<file path="src/rtl/core/ssre_pkg.sv">
// ----------------------------------------------------------------------------
// ssre_pkg
// Shared types, constants and the sine table builder of the stimulus core.
// ----------------------------------------------------------------------------
package ssre_pkg;

   localparam int unsigned StepIndexBits = 20;
   localparam int unsigned SampleBits    = 17;
   localparam int unsigned CsrIndexBits  = 3;
   localparam int unsigned CsrDataBits   = 32;
   localparam int unsigned CountBits     = 20;
   localparam int unsigned EnvFracBits   = 16;
   localparam int unsigned EnvBits       = EnvFracBits + 1;
   localparam int unsigned MagBits       = 15;
   localparam int unsigned SineBits      = MagBits + 1;
   localparam int unsigned MulBits       = 18;
   localparam int unsigned ProdBits      = 2 * MulBits;

   localparam logic [EnvBits-1:0] EnvOne    = EnvBits'(1) << EnvFracBits;
   localparam logic [MagBits-1:0] FullScale = 15'h7fff;

   localparam logic [63:0] OneQ30    = 64'd1 << 30;
   localparam logic [63:0] HalfPiQ30 = 64'd1686629713;

   typedef enum logic [CsrIndexBits-1:0] {
      REG_FREQUENCY_STEP  = 3'd0,
      REG_PHASE_OFFSET    = 3'd1,
      REG_AMPLITUDE       = 3'd2,
      REG_DC_LEVEL        = 3'd3,
      REG_TOTAL_STEPS     = 3'd4,
      REG_RAMP_UP_STEPS   = 3'd5,
      REG_RAMP_DOWN_STEPS = 3'd6
   } reg_index_type;

   typedef struct packed {
      logic [31:0]          frequency_step;
      logic [15:0]          phase_offset;
      logic [MagBits-1:0]   amplitude;
      logic [MagBits-1:0]   dc_level;
      logic [CountBits-1:0] total_steps;
      logic [CountBits-1:0] ramp_up_steps;
      logic [CountBits-1:0] ramp_down_steps;
   } cfg_type;

   typedef struct packed {
      logic                 start;
      logic [CountBits-1:0] dividend;
      logic [CountBits-1:0] divisor;
   } div_req_type;

   typedef struct packed {
      logic                   done;
      logic [EnvFracBits-1:0] quotient;
   } div_rsp_type;

   typedef enum logic [2:0] {
      ST_IDLE,
      ST_LOOK,
      ST_MUL_AMP,
      ST_SUM,
      ST_ENV,
      ST_MUL_ENV,
      ST_FIN
   } state_type;

   // quarter-wave entry, Q30 Taylor series in Horner form, rounded to unsigned Q0.15
   function automatic logic [MagBits-1:0] sine_entry(input int unsigned idx,
                                                     input int unsigned qtr_bits);
      logic [63:0] x;
      logic [63:0] x2;
      logic [63:0] t;
      logic [63:0] s;
      x  = (HalfPiQ30 * 64'(idx)) >> qtr_bits;
      x2 = (x * x) >> 30;
      t  = OneQ30;
      t  = OneQ30 - ((x2 * t) >> 30) / 64'd156;
      t  = OneQ30 - ((x2 * t) >> 30) / 64'd110;
      t  = OneQ30 - ((x2 * t) >> 30) / 64'd72;
      t  = OneQ30 - ((x2 * t) >> 30) / 64'd42;
      t  = OneQ30 - ((x2 * t) >> 30) / 64'd20;
      t  = OneQ30 - ((x2 * t) >> 30) / 64'd6;
      s  = (x * t) >> 30;
      s  = (s * 64'd32767 + (64'd1 << 29)) >> 30;
      if (s > 64'd32767) begin
         s = 64'd32767;
      end
      return s[MagBits-1:0];
   endfunction

endpackage

</file>
<file path="src/rtl/core/ssre_if.sv">
// ----------------------------------------------------------------------------
// ssre channel interfaces
// Valid/ready channels for tick requests, sample words and register writes.
// ----------------------------------------------------------------------------
interface ssre_req_if;
   logic valid;
   logic ready;
   logic restart;
   modport source (output valid, output restart, input ready);
   modport sink (input valid, input restart, output ready);
endinterface

interface ssre_rsp_if;
   logic                                       valid;
   logic                                       ready;
   logic [ssre_pkg::StepIndexBits-1:0]         step_index;
   logic signed [ssre_pkg::SampleBits-1:0]     sample_value;
   logic                                       session_last;
   logic                                       config_error;
   modport source (output valid, output step_index, output sample_value,
                   output session_last, output config_error, input ready);
   modport sink (input valid, input step_index, input sample_value,
                 input session_last, input config_error, output ready);
endinterface

interface ssre_csr_if;
   logic                                valid;
   logic                                ready;
   logic [ssre_pkg::CsrIndexBits-1:0]   index;
   logic [ssre_pkg::CsrDataBits-1:0]    data;
   modport source (output valid, output index, output data, input ready);
   modport sink (input valid, input index, input data, output ready);
endinterface

</file>
<file path="src/rtl/core/ssre_csr.sv">
// ----------------------------------------------------------------------------
// ssre_csr
// Configuration register file, written through the csr channel.
// ----------------------------------------------------------------------------
module ssre_csr (
   input  logic              clock,
   input  logic              reset,
   ssre_csr_if.sink          csr_ch,
   output ssre_pkg::cfg_type cfg
);

   ssre_pkg::cfg_type cfg_ff;
   ssre_pkg::cfg_type cfg_in;

   assign csr_ch.ready = 1'b1;
   assign cfg          = cfg_ff;

   always_comb begin
      cfg_in = cfg_ff;
      if (csr_ch.valid) begin
         unique case (ssre_pkg::reg_index_type'(csr_ch.index))
            ssre_pkg::REG_FREQUENCY_STEP:  cfg_in.frequency_step  = csr_ch.data;
            ssre_pkg::REG_PHASE_OFFSET:    cfg_in.phase_offset    = csr_ch.data[15:0];
            ssre_pkg::REG_AMPLITUDE:       cfg_in.amplitude       = csr_ch.data[14:0];
            ssre_pkg::REG_DC_LEVEL:        cfg_in.dc_level        = csr_ch.data[14:0];
            ssre_pkg::REG_TOTAL_STEPS:     cfg_in.total_steps     = csr_ch.data[19:0];
            ssre_pkg::REG_RAMP_UP_STEPS:   cfg_in.ramp_up_steps   = csr_ch.data[19:0];
            ssre_pkg::REG_RAMP_DOWN_STEPS: cfg_in.ramp_down_steps = csr_ch.data[19:0];
            default:                       cfg_in = cfg_ff;
         endcase
      end
   end

   always_ff @(posedge clock) begin
      if (reset) begin
         cfg_ff <= '{total_steps: ssre_pkg::CountBits'(1), default: '0};
      end else begin
         cfg_ff <= cfg_in;
      end
   end

endmodule

</file>
<file path="src/rtl/core/ssre_sine_rom.sv">
// ----------------------------------------------------------------------------
// ssre_sine_rom
// Quarter-wave sine table with quadrant mirroring and registered signed output.
// ----------------------------------------------------------------------------
module ssre_sine_rom #(
   parameter int unsigned SINE_ADDR_BITS = 10
) (
   input  logic                                  clock,
   input  logic [SINE_ADDR_BITS-1:0]             addr,
   output logic signed [ssre_pkg::SineBits-1:0]  sine
);

   localparam int unsigned QtrBits = SINE_ADDR_BITS - 2;
   localparam int unsigned QtrSize = 1 << QtrBits;

   logic [ssre_pkg::MagBits-1:0]        sine_rom [QtrSize];
   logic [1:0]                          quad;
   logic [QtrBits-1:0]                  idx;
   logic [QtrBits-1:0]                  rd_idx;
   logic [ssre_pkg::MagBits-1:0]        mag;
   logic signed [ssre_pkg::SineBits-1:0] sine_in;
   logic signed [ssre_pkg::SineBits-1:0] sine_ff;

   for (genvar gi = 0; gi < QtrSize; gi++) begin : g_rom
      assign sine_rom[gi] = ssre_pkg::sine_entry(gi, QtrBits);
   end

   assign quad   = addr[SINE_ADDR_BITS-1 -: 2];
   assign idx    = addr[QtrBits-1:0];
   assign rd_idx = quad[0] ? (~idx + 1'b1) : idx;

   always_comb begin
      if (quad[0] && (idx == '0)) begin
         mag = ssre_pkg::FullScale;
      end else begin
         mag = sine_rom[rd_idx];
      end
      if (quad[1]) begin
         sine_in = -$signed({1'b0, mag});
      end else begin
         sine_in = $signed({1'b0, mag});
      end
   end

   always_ff @(posedge clock) begin
      sine_ff <= sine_in;
   end

   assign sine = sine_ff;

endmodule

</file>
<file path="src/rtl/core/ssre_divider.sv">
// ----------------------------------------------------------------------------
// ssre_divider
// Restoring divider, one quotient bit per cycle, for ramp envelope fractions.
// ----------------------------------------------------------------------------
module ssre_divider (
   input  logic                  clock,
   input  logic                  reset,
   input  ssre_pkg::div_req_type req,
   output ssre_pkg::div_rsp_type rsp
);

   localparam int unsigned QBits   = ssre_pkg::EnvFracBits;
   localparam int unsigned CntBits = $clog2(QBits + 1);
   localparam int unsigned WBits   = ssre_pkg::CountBits;

   logic [WBits-1:0]   rem_ff;
   logic [WBits-1:0]   rem_in;
   logic [WBits-1:0]   den_ff;
   logic [QBits-1:0]   quot_ff;
   logic [QBits-1:0]   quot_in;
   logic [CntBits-1:0] cnt_ff;
   logic [CntBits-1:0] cnt_in;
   logic               busy_ff;
   logic               busy_in;
   logic               done_ff;
   logic               done_in;
   logic [WBits:0]     trial;
   logic               ge;

   assign trial = {rem_ff, 1'b0};
   assign ge    = trial >= {1'b0, den_ff};

   always_comb begin
      rem_in  = rem_ff;
      quot_in = quot_ff;
      cnt_in  = cnt_ff;
      busy_in = busy_ff;
      done_in = done_ff;
      if (req.start) begin
         rem_in  = req.dividend;
         quot_in = '0;
         cnt_in  = CntBits'(QBits);
         busy_in = 1'b1;
         done_in = 1'b0;
      end else if (busy_ff) begin
         rem_in  = ge ? WBits'(trial - {1'b0, den_ff}) : trial[WBits-1:0];
         quot_in = {quot_ff[QBits-2:0], ge};
         cnt_in  = cnt_ff - 1'b1;
         if (cnt_ff == CntBits'(1)) begin
            busy_in = 1'b0;
            done_in = 1'b1;
         end
      end
   end

   always_ff @(posedge clock) begin
      if (reset) begin
         busy_ff <= 1'b0;
         done_ff <= 1'b0;
         cnt_ff  <= '0;
      end else begin
         busy_ff <= busy_in;
         done_ff <= done_in;
         cnt_ff  <= cnt_in;
      end
   end

   always_ff @(posedge clock) begin
      rem_ff  <= rem_in;
      quot_ff <= quot_in;
      if (req.start) begin
         den_ff <= req.divisor;
      end
   end

   assign rsp.done     = done_ff;
   assign rsp.quotient = quot_ff;

endmodule

</file>
<file path="src/rtl/core/sine_stimulus_with_ramp_envelope_core.sv">
// ----------------------------------------------------------------------------
// sine_stimulus_with_ramp_envelope_core
// Phase-accumulator sine channel with amplitude, dc level and trapezoid envelope.
// ----------------------------------------------------------------------------
// Each request word is one tick and yields one sample word. The block takes a
// word only when its sequencer is idle; a finished sample may still wait in the
// output register. A tick on a ramp waits in the envelope state until the
// restoring divider that forms the ramp fraction is done; any other tick does
// not use the divider. Each tick goes through the table lookup and two passes
// through the one 18x18 multiplier. The next word can be taken in the cycle
// after the output register loads; a full output register that is not drained
// holds the sequencer in its last state.
// The sine table is a constant built at elaboration; there is no clearing pass.
module sine_stimulus_with_ramp_envelope_core #(
   parameter int unsigned SINE_ADDR_BITS = 10,
   parameter int unsigned STEP_BITS      = 20
) (
   input  logic        clock,
   input  logic        reset,
   ssre_req_if.sink    req_ch,
   ssre_rsp_if.source  rsp_ch,
   ssre_csr_if.sink    csr_ch
);

   localparam int unsigned NBits  = ((STEP_BITS > ssre_pkg::CountBits) ?
                                     STEP_BITS : ssre_pkg::CountBits) + 1;
   localparam int unsigned CBits  = ssre_pkg::CountBits;
   localparam int unsigned EBits  = ssre_pkg::EnvBits;
   localparam int unsigned MBits  = ssre_pkg::MulBits;
   localparam int unsigned PBits  = ssre_pkg::ProdBits;
   localparam int unsigned SBits  = ssre_pkg::SampleBits;
   localparam int unsigned XBits  = ssre_pkg::StepIndexBits;

   ssre_pkg::cfg_type     cfg;
   ssre_pkg::div_req_type div_req;
   ssre_pkg::div_rsp_type div_rsp;
   ssre_pkg::state_type   state_ff;
   ssre_pkg::state_type   state_in;

   logic [31:0]             acc_ff;
   logic [STEP_BITS-1:0]    cnt_ff;
   logic [31:0]             acc_cur;
   logic [STEP_BITS-1:0]    cnt_cur;
   logic [31:0]             phase;
   logic [SINE_ADDR_BITS-1:0] addr_ff;
   logic signed [ssre_pkg::SineBits-1:0] sine;

   logic [NBits-1:0]        n_ext;
   logic [NBits-1:0]        up_ext;
   logic [NBits-1:0]        dn_ext;
   logic [NBits-1:0]        tot_ext;
   logic                    below_up;
   logic                    flat;
   logic                    falling;
   logic                    err_cur;
   logic                    last_cur;

   logic                    accept;
   logic                    out_load;
   logic                    use_div_ff;
   logic [EBits-1:0]        env_const_ff;
   logic [EBits-1:0]        env_ff;
   logic [XBits-1:0]        idx_ff;
   logic                    last_ff;
   logic                    err_ff;

   logic signed [MBits-1:0] mul_a;
   logic signed [MBits-1:0] mul_b;
   logic signed [PBits-1:0] prod_in;
   logic signed [PBits-1:0] prod_ff;
   logic signed [SBits-1:0] sum_ff;
   logic signed [SBits-1:0] sum_in;

   logic                    rsp_valid_ff;
   logic [XBits-1:0]        rsp_idx_ff;
   logic signed [SBits-1:0] rsp_sample_ff;
   logic                    rsp_last_ff;
   logic                    rsp_err_ff;

   ssre_csr u_csr (
      .clock  (clock),
      .reset  (reset),
      .csr_ch (csr_ch),
      .cfg    (cfg)
   );

   ssre_sine_rom #(
      .SINE_ADDR_BITS (SINE_ADDR_BITS)
   ) u_rom (
      .clock (clock),
      .addr  (addr_ff),
      .sine  (sine)
   );

   ssre_divider u_div (
      .clock (clock),
      .reset (reset),
      .req   (div_req),
      .rsp   (div_rsp)
   );

   // tick front end
   assign acc_cur = req_ch.restart ? '0 : acc_ff;
   assign cnt_cur = req_ch.restart ? '0 : cnt_ff;
   assign phase   = acc_cur + {cfg.phase_offset, 16'h0000};

   assign n_ext    = NBits'(cnt_cur);
   assign up_ext   = NBits'(cfg.ramp_up_steps);
   assign dn_ext   = NBits'(cfg.ramp_down_steps);
   assign tot_ext  = NBits'(cfg.total_steps);
   assign below_up = n_ext < up_ext;
   assign flat     = (n_ext + dn_ext) <= tot_ext;
   assign falling  = (n_ext < tot_ext) && (cfg.ramp_down_steps != '0);
   assign err_cur  = ({1'b0, cfg.ramp_up_steps} + {1'b0, cfg.ramp_down_steps})
                     > {1'b0, cfg.total_steps};
   assign last_cur = (cfg.total_steps != '0) && (n_ext == (tot_ext - 1'b1));

   assign div_req.start    = accept && (below_up || (!flat && falling));
   assign div_req.dividend = below_up ? n_ext[CBits-1:0]
                                      : (cfg.total_steps - n_ext[CBits-1:0]);
   assign div_req.divisor  = below_up ? cfg.ramp_up_steps : cfg.ramp_down_steps;

   // shared multiplier
   always_comb begin
      if (state_ff == ssre_pkg::ST_MUL_AMP) begin
         mul_a = $signed(MBits'({1'b0, cfg.amplitude}));
         mul_b = MBits'(sine);
      end else begin
         mul_a = MBits'(sum_ff);
         mul_b = $signed(MBits'(env_ff));
      end
   end

   assign prod_in = mul_a * mul_b;
   assign sum_in  = SBits'($signed(prod_ff[30:15])) + $signed(SBits'({1'b0, cfg.dc_level}));

   // sequencer
   always_comb begin
      state_in      = state_ff;
      accept        = 1'b0;
      out_load      = 1'b0;
      req_ch.ready  = 1'b0;
      unique case (state_ff)
         ssre_pkg::ST_IDLE: begin
            req_ch.ready = 1'b1;
            if (req_ch.valid) begin
               accept   = 1'b1;
               state_in = ssre_pkg::ST_LOOK;
            end
         end
         ssre_pkg::ST_LOOK:    state_in = ssre_pkg::ST_MUL_AMP;
         ssre_pkg::ST_MUL_AMP: state_in = ssre_pkg::ST_SUM;
         ssre_pkg::ST_SUM:     state_in = ssre_pkg::ST_ENV;
         ssre_pkg::ST_ENV: begin
            if (!use_div_ff || div_rsp.done) begin
               state_in = ssre_pkg::ST_MUL_ENV;
            end
         end
         ssre_pkg::ST_MUL_ENV: state_in = ssre_pkg::ST_FIN;
         ssre_pkg::ST_FIN: begin
            if (!rsp_valid_ff || rsp_ch.ready) begin
               out_load = 1'b1;
               state_in = ssre_pkg::ST_IDLE;
            end
         end
         default: state_in = ssre_pkg::ST_IDLE;
      endcase
   end

   always_ff @(posedge clock) begin
      if (reset) begin
         state_ff     <= ssre_pkg::ST_IDLE;
         acc_ff       <= '0;
         cnt_ff       <= '0;
         rsp_valid_ff <= 1'b0;
      end else begin
         state_ff <= state_in;
         if (accept) begin
            acc_ff <= acc_cur + cfg.frequency_step;
            cnt_ff <= (cnt_cur == '1) ? cnt_cur : cnt_cur + 1'b1;
         end
         if (out_load) begin
            rsp_valid_ff <= 1'b1;
         end else if (rsp_ch.ready) begin
            rsp_valid_ff <= 1'b0;
         end
      end
   end

   always_ff @(posedge clock) begin
      prod_ff <= prod_in;
      if (accept) begin
         addr_ff      <= phase[31 -: SINE_ADDR_BITS];
         idx_ff       <= n_ext[XBits-1:0];
         last_ff      <= last_cur;
         err_ff       <= err_cur;
         use_div_ff   <= div_req.start;
         env_const_ff <= (flat && !below_up) ? ssre_pkg::EnvOne : '0;
      end
      if (state_ff == ssre_pkg::ST_SUM) begin
         sum_ff <= sum_in;
      end
      if (state_ff == ssre_pkg::ST_ENV) begin
         env_ff <= use_div_ff ? {1'b0, div_rsp.quotient} : env_const_ff;
      end
      if (out_load) begin
         rsp_idx_ff    <= idx_ff;
         rsp_sample_ff <= err_ff ? '0 : prod_ff[32:16];
         rsp_last_ff   <= last_ff;
         rsp_err_ff    <= err_ff;
      end
   end

   assign rsp_ch.valid        = rsp_valid_ff;
   assign rsp_ch.step_index   = rsp_idx_ff;
   assign rsp_ch.sample_value = rsp_sample_ff;
   assign rsp_ch.session_last = rsp_last_ff;
   assign rsp_ch.config_error = rsp_err_ff;

   a_busy_after_accept: assert property (@(posedge clock) disable iff (reset)
      (req_ch.valid && req_ch.ready) |=> !req_ch.ready)
      else $error("request taken while sequencer busy");

   a_error_zero: assert property (@(posedge clock) disable iff (reset)
      (rsp_valid_ff && rsp_err_ff) |-> (rsp_sample_ff == '0))
      else $error("config error word with nonzero sample");

   a_div_ready: assert property (@(posedge clock) disable iff (reset)
      (state_ff == ssre_pkg::ST_MUL_ENV && use_div_ff) |-> $past(div_rsp.done))
      else $error("envelope used before divider finished");

   a_env_range: assert property (@(posedge clock) disable iff (reset)
      (state_ff == ssre_pkg::ST_MUL_ENV) |-> (env_ff <= ssre_pkg::EnvOne))
      else $error("envelope above one");

endmodule
</file>
<file path="src/flat_wrapper.sv">
// flat-port wrapper written by rule: the top's interface ports become plain ports
module sine_stimulus_with_ramp_envelope_core_flat 
#(
   parameter int unsigned SINE_ADDR_BITS = 10,
   parameter int unsigned STEP_BITS      = 20
)
  (clock, reset, req_ch_valid, req_ch_restart, req_ch_ready, rsp_ch_valid, rsp_ch_step_index, rsp_ch_sample_value, rsp_ch_session_last, rsp_ch_config_error, rsp_ch_ready, csr_ch_valid, csr_ch_index, csr_ch_data, csr_ch_ready);
  ssre_req_if req_ch_i ();
  ssre_rsp_if rsp_ch_i ();
  ssre_csr_if csr_ch_i ();
  input  logic clock;
  input  logic reset;
  input wire logic [$bits(req_ch_i.valid)-1:0] req_ch_valid;
  input wire logic [$bits(req_ch_i.restart)-1:0] req_ch_restart;
  output wire logic [$bits(req_ch_i.ready)-1:0] req_ch_ready;
  output wire logic [$bits(rsp_ch_i.valid)-1:0] rsp_ch_valid;
  output wire logic [$bits(rsp_ch_i.step_index)-1:0] rsp_ch_step_index;
  output wire logic [$bits(rsp_ch_i.sample_value)-1:0] rsp_ch_sample_value;
  output wire logic [$bits(rsp_ch_i.session_last)-1:0] rsp_ch_session_last;
  output wire logic [$bits(rsp_ch_i.config_error)-1:0] rsp_ch_config_error;
  input wire logic [$bits(rsp_ch_i.ready)-1:0] rsp_ch_ready;
  input wire logic [$bits(csr_ch_i.valid)-1:0] csr_ch_valid;
  input wire logic [$bits(csr_ch_i.index)-1:0] csr_ch_index;
  input wire logic [$bits(csr_ch_i.data)-1:0] csr_ch_data;
  output wire logic [$bits(csr_ch_i.ready)-1:0] csr_ch_ready;
  assign req_ch_i.valid = req_ch_valid;
  assign req_ch_i.restart = req_ch_restart;
  assign req_ch_ready = req_ch_i.ready;
  assign rsp_ch_valid = rsp_ch_i.valid;
  assign rsp_ch_step_index = rsp_ch_i.step_index;
  assign rsp_ch_sample_value = rsp_ch_i.sample_value;
  assign rsp_ch_session_last = rsp_ch_i.session_last;
  assign rsp_ch_config_error = rsp_ch_i.config_error;
  assign rsp_ch_i.ready = rsp_ch_ready;
  assign csr_ch_i.valid = csr_ch_valid;
  assign csr_ch_i.index = csr_ch_index;
  assign csr_ch_i.data = csr_ch_data;
  assign csr_ch_ready = csr_ch_i.ready;
  sine_stimulus_with_ramp_envelope_core #(.SINE_ADDR_BITS(SINE_ADDR_BITS), .STEP_BITS(STEP_BITS)) u_core (.clock(clock), .reset(reset), .req_ch(req_ch_i), .rsp_ch(rsp_ch_i), .csr_ch(csr_ch_i));
endmodule
</file>
<file path="config.mk">
export PLATFORM = sky130hd
export DESIGN_NAME = sine_stimulus_with_ramp_envelope_core_flat
export DESIGN_NICKNAME = d
export VERILOG_FILES = /design/src/rtl/core/ssre_pkg.sv /design/src/rtl/core/ssre_if.sv /design/src/rtl/core/ssre_csr.sv /design/src/rtl/core/ssre_sine_rom.sv /design/src/rtl/core/ssre_divider.sv /design/src/rtl/core/sine_stimulus_with_ramp_envelope_core.sv /design/src/flat_wrapper.sv
export SDC_FILE = /design/constraint.sdc
export NUM_CORES = 2
export LEC_CHECK = 0
export ABC_CLOCK_PERIOD_IN_PS = 7100
export BUFFER_PORTS_ARGS = -buffer_cell sky130_fd_sc_hd__clkbuf_2
export CORE_ASPECT_RATIO = 1.4
export CORE_MARGIN = 2
export CORE_UTILIZATION = 35
export CTS_CLUSTER_DIAMETER = 40
export DETAILED_ROUTE_END_ITERATION = 12
export GPL_TIMING_DRIVEN = 1
export PLACE_DENSITY_LB_ADDON = 0.12
export RECOVER_POWER = 25
export SLEW_MARGIN = 40
export SYNTH_ARGS = -nofsm -noshare
export SYNTH_HDL_FRONTEND = slang
export SYNTH_SLANG_ARGS = --single-unit
export TNS_END_PERCENT = 20
</file>
<file path="constraint.sdc">
create_clock -name clock -period 7.1 [get_ports clock]
set_clock_uncertainty 0.15 [all_clocks]
set_input_delay 1.42 -clock clock [delete_from_list [all_inputs] [get_ports clock]]
set_output_delay 1.42 -clock clock [all_outputs]
set_load 0.01 [all_outputs]
</file>
==> out/summary.txt <==
Outcome -> complete, but fails checks
Failing checks -> capacitance limit, slew limit
Top cells by count, synth -> 701 x nand2_1, 472 x inv_1, 393 x a21oi_1
Worst EP required -> 7.45 ns
Final worst path period share -> 97.88%
Cell count after synthesis -> 4732
Worst hold path depth -> 0
RSZ-0062 raised after global routing -> yes
Crit path time final -> 6.950 ns
Commonest register cell after synthesis -> dfxtp_1
Post-Syn Area -> 39370 sq um
Synth area leader -> fa_1
Ratio of cells with drive above 1 in the final layout -> 12.78%
Startpoint Class -> flip-flop
H-tree depth -> 2
Clk pin slew, worst setup/hold paths -> 0.06 ns
First-pass GRT wire length -> 221.4 mm
Gr ovfl total -> 0
Initial antenna violation count -> 2
Largest net degree at the start of global routing -> 94
Synthesized area per cell -> 8.319 sq um
Peak Freq -> 143.9 MHz
Reg2reg path depth -> 26
Crit. End Element -> flip-flop
Root Buffer -> clkbuf_16
Fin. max-slew vios -> 94
Largest cells by area after synthesis -> fa_1 15%, dfxtp_1 13%, edfxtp_1 11%
Setup WS post-layout -> 0.1502 ns
Cell with the most instances after synthesis -> nand2_1
Avg WL per Cell -> 22.58 um
Die width -> 287.4 um
Port bufs -> 81
Max Cap Violations -> 1
Row count -> 145
Worst vdd ir -> 0.6524 mV
Design Power -> 20.09 mW
Top-area cell type share of the netlist area -> 15.46%
Die ar. -> 115200 sq um
Total GRT Usage -> 25.37%
Via count -> 34990
Slew @ Worst Pin -> 4.445 ns
Post-DP HPWL -> 115.2 mm
Post-Route WL -> 146.8 mm
CTS Buf Count -> 58
Clock Latency Late Sink -> 0.65 ns
Register area share after synthesis -> 23.98%
Rel. slew slack -> -196.4%
Setup slack at placement -> -0.1690 ns
Syn_nets -> 5384
Critical path class -> reg2reg
CTS hold repair buffers -> 0
Routability cong. -> 0.9873
Chip Height -> 400.8 um
Vias in the first global route -> 35880
CTS Buffer Depth -> 3
Starting DRT DRC Count -> 2393
Syn-to-layout area delta -> 16.33%
Synth async-reset ratio -> 0%
WHS -> 0.2549 ns
Vias per cell -> 5.381
Clock Sinks -> 398
First-pass DRT Iterations -> 8
Post-synth EDFFs -> 147
Register bit count reported by yosys -> 398
DRC Markers -> 0
Synth Warn # -> 0
Hold Vio Cnt, Final -> 0
Count of unique library cells instantiated by Yosys -> 95
Hold Crit Class -> reg2reg
# IOs -> 83
Static leakage -> 19.51 nW
Initial Utilization -> 35.28%
CP max FO -> 16
Pwr/cell area -> 438.7 nW/um^2
# diodes -> 0
Routed Antenna Nets -> 0
CTS tree -> yes
Setup Viol. Count Final -> 0
Final net count -> 5635
Core area -> 111600 sq um
Arrival time worst endpoint -> 7.30 ns
sequential cells by signal (all words and copies together) (netlist names), 3 cells and up:
signal	cells
u_core.u_div.quot_ff	16
u_core.idx_ff	20
u_core.u_div.cnt_ff	5
u_core.addr_ff	10
u_core.prod_ff	18
u_core.rsp_ch.sample_value	17
u_core.sum_ff	17
u_core.acc_ff	32
u_core.cnt_ff	20
u_core.env_ff	17
u_core.u_div.rem_ff	20
u_core.u_csr.cfg	138
u_core.u_div.den_ff	20
u_core.u_rom.sine	16
u_core.rsp_ch.step_index	20
u_core.state_ff	3
per-layer routing:
layer  track usage (%)  vias to the layer above  share of wire, %
li1                  -                    16730                 -
met1             29.44                    16980                39
met2             45.20                      933                50
met3             2.600                      344               4.0
met4             14.07                        2               6.5
met5                 0                        -             0.011
stage by stage:
step / setup TNS, ns / area (sq um) / cells / util [%]
after floorplan: 0 / 39550 / 4732 / -
after global placement: -0.5198 / 43620 / 6379 / 39.10
after detailed placement: -0.5963 / 43640 / 6379 / 39.12
after CTS: 0 / 45700 / 6495 / 40.96
after global routing: -0.6507 / 45790 / 6503 / 41.04
final: 0 / 45790 / 6503 / 41.04
cell type report:
type / count / area (sq um)
clock buffer: 69 / 1556
clock inverter: 41 / 362.8
fill: 11490 / 65780
inverter: 479 / 1799
multi-input combinational: 3622 / 27580
sequential: 398 / 9443
tap: 1470 / 1839
timing repair buffer: 424 / 3212
report_power, final:
part / leakage, nW / total (mW) / switching [mW] / internal (mW)
registers: 3.44 / 3.08 / 0.228 / 2.85
clock network: 0.938 / 2.82 / 1.20 / 1.62
logic: 15.1 / 14.2 / 7.60 / 6.60
total: 19.5 / 20.1 / 9.03 / 11.1
critical path, stage by stage (launching register included):
cell,delay (ns)
dfxtp_2,0.33
nor3b_4,0.26
buf_12,0.20
buf_6,0.20
mux2i_4,0.28
buf_6,0.18
buf_4,0.13
nor2_1,0.05
fa_1,0.53
fa_1,0.45
fa_1,0.54
fa_1,0.44
fa_1,0.50
inv_1,0.05
fa_1,0.47
inv_1,0.04
ha_1,0.28
a21o_1,0.18
a21o_1,0.19
a21oi_2,0.19
nor3b_4,0.23
a21oi_2,0.10
o31a_1,0.29
o211a_1,0.23
o21a_1,0.18
nor2_1,0.11
xnor2_1,0.07
placed cells by master, fill, tap and decap left out, types with 65 or more instances in the layout:
cell      Yosys  final
nor2b_1      99     98
edfxtp_1    147    147
nand3_1      74     72
nand2_1     701    696
mux2i_1      81     65
a21oi_1     393    389
o21ai_0     176    173
dfxtp_1     251    248
nor3_1       92     88
ha_1        307    304
clkbuf_2      0     80
buf_4         7    290
nor2_1      391    385
fa_1        304    299
inv_1       472    472
xnor2_1     142    140
kinds of logic after synthesis:
group,count (synthesis),synth area share [%]
AOI/OAI and AO/OA,1066,17.44
xor gates and xnor gates,196,4.399
adders and majority gates,611,25.22
buffers and inverters,712,6.996
DFF,398,23.98
muxes,113,3.061
other,1,0.009526
and+or+nand+nor,1635,18.90
repair_timing:
action                     CTS  global route
hold endpoints to repair     0             0
setup endpoints to repair    4             8
buffers inserted             5             6
gates cloned                 1             1
resized for setup           14            28
pin swaps                    4            13
worst paths after layout:
kind	from	endpoint	slack, ns
worst min-delay path	u_core.idx_ff[7]	u_core.rsp_ch.step_index[7]	0.25
worst max register to register	u_core.state_ff[2]	u_core.prod_ff[32]	0.15
worst max-delay path	u_core.state_ff[2]	u_core.prod_ff[32]	0.15
worst min register to register	u_core.idx_ff[7]	u_core.rsp_ch.step_index[7]	0.25
No activity file was read; power rests on OpenSTA's default activity.
